<file path="src/sbt_pkg.sv">
// ----------------------------------------------------------------------------
// sbt_pkg
// Shared types and codes for the subscriber table with peak report.
// ----------------------------------------------------------------------------
`default_nettype none

package sbt_pkg;

	// default number of subscriber slots
	localparam int TABLE_DEPTH_DEF = 16;

	// command codes
	localparam logic [2:0] CMD_SUBSCRIBE   = 3'd0;
	localparam logic [2:0] CMD_UNSUBSCRIBE = 3'd1;
	localparam logic [2:0] CMD_LEVEL       = 3'd2;
	localparam logic [2:0] CMD_SECOND      = 3'd3;
	localparam logic [2:0] CMD_SEND        = 3'd4;

	// result kinds
	localparam logic [2:0] KIND_REPORT    = 3'd0;
	localparam logic [2:0] KIND_INSERTED  = 3'd1;
	localparam logic [2:0] KIND_RENEWED   = 3'd2;
	localparam logic [2:0] KIND_FULL      = 3'd3;
	localparam logic [2:0] KIND_REMOVED   = 3'd4;
	localparam logic [2:0] KIND_NOT_FOUND = 3'd5;

	typedef struct packed {
		logic [2:0]  cmd;
		logic [31:0] client_addr;
		logic [15:0] udp_port;
		logic [15:0] lifetime;
		logic [14:0] play_left;
		logic [14:0] play_right;
		logic [14:0] cap_left;
		logic [14:0] cap_right;
	} item_t;

	typedef struct packed {
		logic [2:0]  kind;
		logic [31:0] dest_addr;
		logic [15:0] dest_port;
		logic [14:0] out_left;
		logic [14:0] out_right;
		logic [14:0] in_left;
		logic [14:0] in_right;
		logic        last;
	} result_t;

	// one table slot as stored in the slot memory
	typedef struct packed {
		logic [31:0] addr;
		logic [15:0] port;
		logic [15:0] remaining;
	} entry_t;

	typedef enum logic [1:0] {
		ST_IDLE,
		ST_WALK,
		ST_DRAIN,
		ST_FINISH
	} state_t;

	// controller to datapath
	typedef struct packed {
		logic load;     // capture the incoming item
		logic walk_en;  // issue a slot read and advance the walk index
		logic finish;   // apply the end-of-walk action
	} ctrl_cmd_t;

	// datapath to controller
	typedef struct packed {
		logic needs_walk;  // incoming item needs a pass over the table
		logic walk_last;   // current read is the last slot
	} dp_status_t;

endpackage

`default_nettype wire

</file>
<file path="src/sbt_ctrl.sv">
// ----------------------------------------------------------------------------
// sbt_ctrl
// Sequencer: accepts a command and, if it needs one, walks the slot table, then finishes it.
// ----------------------------------------------------------------------------
`default_nettype none

module sbt_ctrl (
	input  wire                 clk,
	input  wire                 arst_n,
	input  wire                 start,
	input  sbt_pkg::dp_status_t status,
	output sbt_pkg::ctrl_cmd_t  cmd,
	output logic                busy
);

	sbt_pkg::state_t state_q, state_d;
	logic            accept;

	assign accept = start && (state_q == sbt_pkg::ST_IDLE);

	// state register
	always_ff @(posedge clk or negedge arst_n) begin
		if (!arst_n) begin
			state_q <= sbt_pkg::ST_IDLE;
		end else begin
			state_q <= state_d;
		end
	end

	// next state
	always_comb begin
		state_d = state_q;
		unique case (state_q)
			sbt_pkg::ST_IDLE: begin
				if (accept && status.needs_walk) state_d = sbt_pkg::ST_WALK;
			end
			sbt_pkg::ST_WALK: begin
				if (status.walk_last) state_d = sbt_pkg::ST_DRAIN;
			end
			sbt_pkg::ST_DRAIN:  state_d = sbt_pkg::ST_FINISH;
			sbt_pkg::ST_FINISH: state_d = sbt_pkg::ST_IDLE;
			default:            state_d = sbt_pkg::ST_IDLE;
		endcase
	end

	// outputs
	always_comb begin
		cmd.load    = 1'b0;
		cmd.walk_en = 1'b0;
		cmd.finish  = 1'b0;
		busy        = 1'b1;
		unique case (state_q)
			sbt_pkg::ST_IDLE: begin
				busy     = 1'b0;
				cmd.load = accept;
			end
			sbt_pkg::ST_WALK:   cmd.walk_en = 1'b1;
			sbt_pkg::ST_DRAIN:  ;
			sbt_pkg::ST_FINISH: cmd.finish = 1'b1;
			default:            ;
		endcase
	end

endmodule

`default_nettype wire

</file>
<file path="src/sbt_datapath.sv">
// ----------------------------------------------------------------------------
// sbt_datapath
// Slot memory, valid bits, walk engine, peak registers and result register.
// ----------------------------------------------------------------------------
`default_nettype none

module sbt_datapath #(
	parameter int TABLE_DEPTH = sbt_pkg::TABLE_DEPTH_DEF
) (
	input  wire                 clk,
	input  wire                 arst_n,
	input  sbt_pkg::item_t      item,
	input  sbt_pkg::ctrl_cmd_t  ctrl,
	output sbt_pkg::dp_status_t status,
	output sbt_pkg::result_t    result,
	output logic                done
);

	localparam int IW = (TABLE_DEPTH > 1) ? $clog2(TABLE_DEPTH) : 1;
	localparam int CW = $clog2(TABLE_DEPTH + 1);
	localparam logic [IW-1:0] LastIdx = IW'(TABLE_DEPTH - 1);

	sbt_pkg::entry_t mem [TABLE_DEPTH];

	sbt_pkg::item_t   item_q;
	logic [IW-1:0]    rd_idx_q;
	logic [IW-1:0]    idx_s1;
	logic             vld_s1;
	sbt_pkg::entry_t  rd_data_s1;
	logic [TABLE_DEPTH-1:0] valid_q;
	logic [CW-1:0]    count_q;
	logic             match_found_q, free_found_q, pend_found_q;
	logic [IW-1:0]    match_idx_q, free_idx_q;
	sbt_pkg::entry_t  pend_q;
	logic [14:0]      pk_ol_q, pk_or_q, pk_il_q, pk_ir_q;
	sbt_pkg::result_t result_q, res_d;
	logic             done_q, res_en;

	logic [2:0]       op;
	logic             ev_s1, hit_s1, free_s1, expire_s1;
	logic             wr_en;
	logic [IW-1:0]    wr_idx;
	sbt_pkg::entry_t  wr_data;

	assign op = item_q.cmd;

	// status toward the controller
	always_comb begin
		status.walk_last = (rd_idx_q == LastIdx);
		case (item.cmd)
			sbt_pkg::CMD_SUBSCRIBE:
				status.needs_walk = (item.udp_port != 16'd0) && (item.lifetime != 16'd0);
			sbt_pkg::CMD_UNSUBSCRIBE:
				status.needs_walk = (item.udp_port != 16'd0);
			sbt_pkg::CMD_SECOND, sbt_pkg::CMD_SEND:
				status.needs_walk = (count_q != '0);
			default:
				status.needs_walk = 1'b0;
		endcase
	end

	// per-slot decode of the read stage
	assign ev_s1     = vld_s1 && valid_q[idx_s1];
	assign hit_s1    = ev_s1 && (rd_data_s1.addr == item_q.client_addr)
	                   && (rd_data_s1.port == item_q.udp_port);
	assign free_s1   = vld_s1 && !valid_q[idx_s1];
	assign expire_s1 = ev_s1 && (op == sbt_pkg::CMD_SECOND)
	                   && (rd_data_s1.remaining <= 16'd1);

	// slot memory write port: aging during the walk, insert/renew at finish
	always_comb begin
		wr_en   = 1'b0;
		wr_idx  = idx_s1;
		wr_data = rd_data_s1;
		wr_data.remaining = rd_data_s1.remaining - 16'd1;
		if (ev_s1 && (op == sbt_pkg::CMD_SECOND) && !expire_s1) begin
			wr_en = 1'b1;
		end
		if (ctrl.finish && (op == sbt_pkg::CMD_SUBSCRIBE)
		    && (match_found_q || free_found_q)) begin
			wr_en     = 1'b1;
			wr_idx    = match_found_q ? match_idx_q : free_idx_q;
			wr_data.addr      = item_q.client_addr;
			wr_data.port      = item_q.udp_port;
			wr_data.remaining = item_q.lifetime;
		end
	end

	// slot memory, registered read
	always_ff @(posedge clk) begin
		if (wr_en) begin
			mem[wr_idx] <= wr_data;
		end
		if (ctrl.walk_en) begin
			rd_data_s1 <= mem[rd_idx_q];
		end
	end

	// item capture and held report entry
	always_ff @(posedge clk) begin
		if (ctrl.load) begin
			item_q <= item;
		end
		if (ctrl.walk_en) begin
			idx_s1 <= rd_idx_q;
		end
		if (ev_s1 && (op == sbt_pkg::CMD_SEND)) begin
			pend_q <= rd_data_s1;
		end
		if (hit_s1 && !match_found_q) begin
			match_idx_q <= idx_s1;
		end
		if (free_s1 && !free_found_q) begin
			free_idx_q <= idx_s1;
		end
	end

	// walk control, search flags, valid bits and fill count
	always_ff @(posedge clk or negedge arst_n) begin
		if (!arst_n) begin
			rd_idx_q      <= '0;
			vld_s1        <= 1'b0;
			match_found_q <= 1'b0;
			free_found_q  <= 1'b0;
			pend_found_q  <= 1'b0;
			valid_q       <= '0;
			count_q       <= '0;
		end else begin
			vld_s1 <= ctrl.walk_en;
			if (ctrl.load) begin
				rd_idx_q      <= '0;
				match_found_q <= 1'b0;
				free_found_q  <= 1'b0;
				pend_found_q  <= 1'b0;
			end else if (ctrl.walk_en) begin
				rd_idx_q <= rd_idx_q + IW'(1);
			end
			if (hit_s1) match_found_q <= 1'b1;
			if (free_s1) free_found_q <= 1'b1;
			if (ev_s1 && (op == sbt_pkg::CMD_SEND)) pend_found_q <= 1'b1;

			if (expire_s1) begin
				valid_q[idx_s1] <= 1'b0;
				count_q         <= count_q - CW'(1);
			end else if (ctrl.finish && (op == sbt_pkg::CMD_SUBSCRIBE)
			             && !match_found_q && free_found_q) begin
				valid_q[free_idx_q] <= 1'b1;
				count_q             <= count_q + CW'(1);
			end else if (ctrl.finish && (op == sbt_pkg::CMD_UNSUBSCRIBE)
			             && match_found_q) begin
				valid_q[match_idx_q] <= 1'b0;
				count_q              <= count_q - CW'(1);
			end
		end
	end

	// peaks: zero while the table is empty, cleared after a send
	always_ff @(posedge clk or negedge arst_n) begin
		if (!arst_n) begin
			pk_ol_q <= '0;
			pk_or_q <= '0;
			pk_il_q <= '0;
			pk_ir_q <= '0;
		end else if ((count_q == '0) || (ctrl.finish && (op == sbt_pkg::CMD_SEND))) begin
			pk_ol_q <= '0;
			pk_or_q <= '0;
			pk_il_q <= '0;
			pk_ir_q <= '0;
		end else if (ctrl.load && (item.cmd == sbt_pkg::CMD_LEVEL)) begin
			if (item.play_left  > pk_ol_q) pk_ol_q <= item.play_left;
			if (item.play_right > pk_or_q) pk_or_q <= item.play_right;
			if (item.cap_left   > pk_il_q) pk_il_q <= item.cap_left;
			if (item.cap_right  > pk_ir_q) pk_ir_q <= item.cap_right;
		end
	end

	// next result: reports trail the walk by one valid slot so the last is known
	always_comb begin
		res_en            = 1'b0;
		res_d.kind        = sbt_pkg::KIND_REPORT;
		res_d.dest_addr   = pend_q.addr;
		res_d.dest_port   = pend_q.port;
		res_d.out_left    = pk_ol_q;
		res_d.out_right   = pk_or_q;
		res_d.in_left     = pk_il_q;
		res_d.in_right    = pk_ir_q;
		res_d.last        = 1'b0;
		if (ev_s1 && (op == sbt_pkg::CMD_SEND) && pend_found_q) begin
			res_en = 1'b1;
		end
		if (ctrl.finish) begin
			res_d.last = 1'b1;
			case (op)
				sbt_pkg::CMD_SEND: res_en = 1'b1;
				sbt_pkg::CMD_SUBSCRIBE, sbt_pkg::CMD_UNSUBSCRIBE: begin
					res_en          = 1'b1;
					res_d.dest_addr = item_q.client_addr;
					res_d.dest_port = item_q.udp_port;
					res_d.out_left  = '0;
					res_d.out_right = '0;
					res_d.in_left   = '0;
					res_d.in_right  = '0;
					if (op == sbt_pkg::CMD_SUBSCRIBE) begin
						res_d.kind = match_found_q ? sbt_pkg::KIND_RENEWED :
						             free_found_q  ? sbt_pkg::KIND_INSERTED :
						                             sbt_pkg::KIND_FULL;
					end else begin
						res_d.kind = match_found_q ? sbt_pkg::KIND_REMOVED :
						                             sbt_pkg::KIND_NOT_FOUND;
					end
				end
				default: ;
			endcase
		end
	end

	// result register
	always_ff @(posedge clk) begin
		if (res_en) result_q <= res_d;
	end

	always_ff @(posedge clk or negedge arst_n) begin
		if (!arst_n) begin
			done_q <= 1'b0;
		end else begin
			done_q <= res_en;
		end
	end

	assign result = result_q;
	assign done   = done_q;

endmodule

`default_nettype wire

</file>
<file path="src/subscriber_table_with_peak_report.sv">
// ----------------------------------------------------------------------------
// subscriber_table_with_peak_report
// Subscriber table with lifetime aging and per-send peak level reports.
//
// Usage: drive item and raise start; a command transfer happens on the edge
// where start is high and busy is low. Results come out one per cycle on
// result, each marked by a single-cycle done; the receiver cannot stall them.
// Level samples and ignored commands (port or lifetime zero, unknown codes,
// aging or send on an empty table) are taken while idle and leave busy low.
// Subscribe, unsubscribe, second tick and send tick walk every slot through
// the slot memory, which has one read and one write port; busy stays high
// through the walk, drain and finish states. The status result of
// subscribe/unsubscribe is on result in the first cycle with busy low again;
// send reports appear one per valid slot during the walk, trailing by one
// slot, with the final one in that same first idle cycle.
// Reset clears all slot valid bits and the peaks; slot contents need no
// clearing pass.
// ----------------------------------------------------------------------------
`default_nettype none

module subscriber_table_with_peak_report #(
	parameter int TABLE_DEPTH = sbt_pkg::TABLE_DEPTH_DEF
) (
	input  wire              clk,
	input  wire              arst_n,
	input  wire              start,
	input  sbt_pkg::item_t   item,
	output logic             busy,
	output sbt_pkg::result_t result,
	output logic             done
);

	sbt_pkg::ctrl_cmd_t  ctrl_cmd;
	sbt_pkg::dp_status_t dp_status;

	sbt_ctrl u_ctrl (
		.clk    (clk),
		.arst_n (arst_n),
		.start  (start),
		.status (dp_status),
		.cmd    (ctrl_cmd),
		.busy   (busy)
	);

	sbt_datapath #(
		.TABLE_DEPTH (TABLE_DEPTH)
	) u_datapath (
		.clk    (clk),
		.arst_n (arst_n),
		.item   (item),
		.ctrl   (ctrl_cmd),
		.status (dp_status),
		.result (result),
		.done   (done)
	);

	// status results are always single and final
	a_status_last: assert property (@(posedge clk) disable iff (!arst_n)
		done && (result.kind != sbt_pkg::KIND_REPORT) |-> result.last)
		else $error("status result without last");

	// status results carry zero peaks
	a_status_zero: assert property (@(posedge clk) disable iff (!arst_n)
		done && (result.kind != sbt_pkg::KIND_REPORT) |->
		(result.out_left == '0) && (result.out_right == '0) &&
		(result.in_left == '0) && (result.in_right == '0))
		else $error("status result with nonzero peaks");

	// nothing follows the final result of a command
	a_last_quiet: assert property (@(posedge clk) disable iff (!arst_n)
		done && result.last |=> !done)
		else $error("result after last");

	// without a transfer the block stays idle
	a_idle_hold: assert property (@(posedge clk) disable iff (!arst_n)
		!busy && !start |=> !busy)
		else $error("busy without a command");

endmodule

`default_nettype wire

</file>
<file path="config.mk">
export PLATFORM = sky130hd
export DESIGN_NAME = subscriber_table_with_peak_report
export DESIGN_NICKNAME = d
export VERILOG_FILES = /design/src/sbt_pkg.sv /design/src/sbt_ctrl.sv /design/src/sbt_datapath.sv /design/src/subscriber_table_with_peak_report.sv
export SDC_FILE = /design/constraint.sdc
export NUM_CORES = 2
export LEC_CHECK = 0
export BUFFER_PORTS_ARGS = -buffer_cell sky130_fd_sc_hd__buf_2
export CORE_MARGIN = 2
export CORE_UTILIZATION = 35
export CTS_CLUSTER_SIZE = 12
export DETAILED_ROUTE_END_ITERATION = 8
export MAX_ROUTING_LAYER = met4
export PLACE_DENSITY = 0.62
export SYNTH_ARGS = -nofsm -noshare
export SYNTH_HDL_FRONTEND = slang
export SYNTH_HIERARCHICAL = 1
export SYNTH_SLANG_ARGS = --single-unit
</file>
<file path="constraint.sdc">
create_clock -name clk -period 7.3 [get_ports clk]
set_clock_uncertainty 0.2 [all_clocks]
set_input_delay 0.73 -clock clk [delete_from_list [all_inputs] [get_ports clk]]
set_output_delay 0.73 -clock clk [all_outputs]
set_load 0.01 [all_outputs]
</file>
==> flow_summary.toml <==
[run_status]
outcome = "finished, final reports clean"

[timing]
period_needed_ns = 4.90
drv_slew = 0
post-route-period-util = 0.672
setup_viol = 0
hold_violations = 0
fmax_mhz = 204
setup_tns_ns = 0
maxSlewHeadroom = 0.0779
tightest_slew_ns = 1.37
rsz0062_at_grt = "false"

[die]
rows = 146
fp.dieW_um = 404
coreArea_sq_um = 159000
die-area_sq_um = 163000
fp.dieH_um = 404
initial_core_util = 0.353
io_pins = 244

[cts]
clock-root-buffer = "clkbuf_16"
clock-sinks = 1419
postCtsSetupBuffers = 0
cts_max_level = 4
cts_tree = "yes"
ctsHoldBuffers = 125
post_cts_resized = 0
cts_buffer_depth = 3
cts_inserted_buffers = 149
clk_pin_slew_ns = 0.06
insertion_delay_ns = 0.79

[setup_path]
crit_path_end_kind = "flip-flop"
cp.required_ns = 7.50
path_cells = "mux4_1 > mux2i_2 > mux2i_1 > nand2_1 > nor4b_4 > buf_4 > a211o_4 > buf_4"
worstSetupPathType = "reg -> reg"
critPathMostFrequentCell = "buf_4"
cp_top_family = "buffers and inverters"
start_kind = "flip-flop"
cp_slowest_cell = "a211o_4"
crit_path_max_incr_delay_ns = 0.87
cp.arrival_ns = 5.11
cp.buffers_inverters = 2
crit_fanout = 58

[power_and_ir_drop]
p_seq_frac = 0.479
clkPwrFrac = 0.305
power_switching_w = 0.00664
internal-power_w = 0.0164
vdd_ir_drop_max_v = 0.000286
p_per_area_nw_per_um2 = 350
cellLeakagePower_nw = 21.7
swShare = 0.289
share_comb_of_total_power = 0.217

[route]
vias_per_cell = 5.23
vias = 28300
wirelength_um = 133000
wl_per_cell_um = 24.6
dr.pass1.iters = 7
drt_first_iter_violations = 2849
antenna_left = 0
drc_errors = 0

[global_routing]
grt_overflow = 0
grt_pass1_wl_um = 196000
grt_start_max_net_pins = 145
antenna_found_initial = 8
grtUsageTotal = 0.167
grt_pass1_vias = 28700

[layout]
area_growth_pct = 17.3
regArea_sq_um = 42200
drive_above_1_share = 0.272
layout_common_cells = "edfxtp_1 (1327), mux4_2 (322), buf_2 (242)"
fillers = 13700
design_area_sq_um = 65800
final_common_cell = "edfxtp_1"
fin_nets = 3449
multi_input_area_sq_um = 13300

[synthesis]
ys_seq_area_frac = 0.752
synth_edf_count = 1327
syn-num-nets = 2990
avgSynthCellArea_sq_um = 20.1
syn_area_sq_um = 56100
ys_types = 75
synthesis.instances = 2789
yosysWarnings = 6
synth-seq-cells = 1419
synthArstFlopShare = 0.0648
ys.flop_type = "edfxtp_1"

[place]
hpwlAfterDp_um = 81000
placed_area_sq_um = 60100
portBuffers = 243
gp_congestion = 0.840

[worst_hold_path]
hold_class = "in -> reg"

[run]
max_cap_violations = 0
==> flip-flops by register name (all words and copies together), names as in the netlist <==
register,cells
u_datapath/mem,1024
u_datapath/result,112
u_datapath/item_q,64
u_datapath/rd_data_s1,64
u_datapath/pend_q,48
u_datapath/valid_q,16
u_datapath/pk_il_q,15
u_datapath/pk_ir_q,15
u_datapath/pk_ol_q,15
u_datapath/pk_or_q,15
u_datapath/count_q,5
u_datapath/free_idx_q,4
u_datapath/idx_s1,4
u_datapath/match_idx_q,4
u_datapath/rd_idx_q,4
u_datapath/op,3
u_ctrl/state_q,2
u_datapath/done,1
u_datapath/free_found_q,1
u_datapath/match_found_q,1
u_datapath/pend_found_q,1
u_datapath/vld_s1,1
==> per-layer routing <==
| metal | track usage | vias to the layer above | part of all wire |
|---|---|---|---|
| met4 | 0.0412 | 0 | 0.019 |
| met5 | - | - | 0 |
| met3 | 0.0326 | 177 | 0.079 |
| met1 | 0.236 | 14800 | 0.44 |
| met2 | 0.250 | 1095 | 0.46 |
| li1 | - | 12200 | - |
==> cell type report <==
class,instances,area share
Antenna cell,5,0.000190
Clock buffer,186,0.0591
Clock inverter,57,0.00791
Inverter,79,0.00451
Multi-Input combinational cell,1169,0.202
Sequential cell,1419,0.641
Tap cell,2072,0.0394
Timing Repair Buffer,430,0.0456
==> path summary, 6_finish.rpt <==
path                       depth (start not counted)                               from  slack [ns]                                 end
min in group asynchronous                          2                             arst_n        0.31  u_datapath/rd_idx_q[3]$_DFFE_PN0P_
min reg2reg                                        1  u_datapath/pk_ol_q[3]$_DFFE_PN0P_        0.29   u_datapath/pk_ol_q[3]$_DFFE_PN0P_
max in group asynchronous                          3                             arst_n        5.31   u_datapath/pk_il_q[3]$_DFFE_PN0P_
max reg2reg                                        8     u_datapath/idx_s1[2]$_DFFE_PP_        2.40     u_datapath/result[57]$_DFFE_PP_
min                                                1                          item[125]        0.06          u_datapath/op[1]$_DFFE_PP_
max                                                8     u_datapath/idx_s1[2]$_DFFE_PP_        2.40     u_datapath/result[57]$_DFFE_PP_
==> power by group through the flow <==
stage / Clock (W) / Sequential, W / Combinational [W]
2_1_floorplan: 0 / 0.0109 / 0.00335
3_3_place_gp: 0 / 0.0112 / 0.00488
5_1_grt: 0.00747 / 0.0111 / 0.00539
3_5_place_dp: 0 / 0.0112 / 0.00496
6_report: 0.00701 / 0.0110 / 0.00498
4_1_cts: 0.00717 / 0.0110 / 0.00504
==> per-stage QoR <==
stage | utilization | instances | worst slack, ns | power [W] | hold slack (ns)
floorplan | - | 2789 | 1.10 | 0.0142 | 0.223
global placement | 0.379 | 5044 | 2.38 | 0.0161 | 0.273
detailed placement | 0.379 | 5044 | 2.26 | 0.0161 | 0.281
CTS | 0.414 | 5412 | 2.28 | 0.0232 | 0.00000366
global route | 0.414 | 5416 | 2.07 | 0.0239 | 0.0235
finish | 0.414 | 5417 | 2.40 | 0.0230 | 0.0565
==> cells by family (layout without fill, tap and decap cells) <==
logic type	Yosys count	count (layout)	share of synthesized area
flip-flops	1419	1419	0.752
AND/OR/NAND/NOR	432	432	0.0369
multiplexers	385	385	0.142
AO/OA/AOI/OAI	214	214	0.0280
buffers and inverters	201	752	0.0145
adder cells (fa/ha/maj)	71	71	0.0158
XOR/XNOR	67	67	0.0105
other	0	5	0
==> Yosys cell counts (8+ instances only) <==
cell type / instances / area share
xnor2_1: 11 / 0.0017
nor3_1: 16 / 0.0014
nand4_1: 17 / 0.0019
nand3_1: 16 / 0.0014
nor4_1: 21 / 0.0023
a22o_1: 45 / 0.0070
xor2_1: 56 / 0.0087
nor2_1: 102 / 0.0068
buf_2: 38 / 0.0034
inv_1: 79 / 0.0053
a21o_1: 24 / 0.0032
clkbuf_1: 77 / 0.0052
and3_1: 8 / 0.00089
edfxtp_1: 1327 / 0.71
o21ai_1: 8 / 0.00071
a21oi_1: 30 / 0.0027
ha_1: 71 / 0.016
nand2_1: 188 / 0.013
nor2b_1: 23 / 0.0026
mux2i_1: 10 / 0.0018
a32o_1: 19 / 0.0034
mux4_2: 322 / 0.13
dfrtp_1: 92 / 0.041
mux2_2: 48 / 0.0096
o21ai_0: 31 / 0.0028
Power figures use the tool's default switching activity.
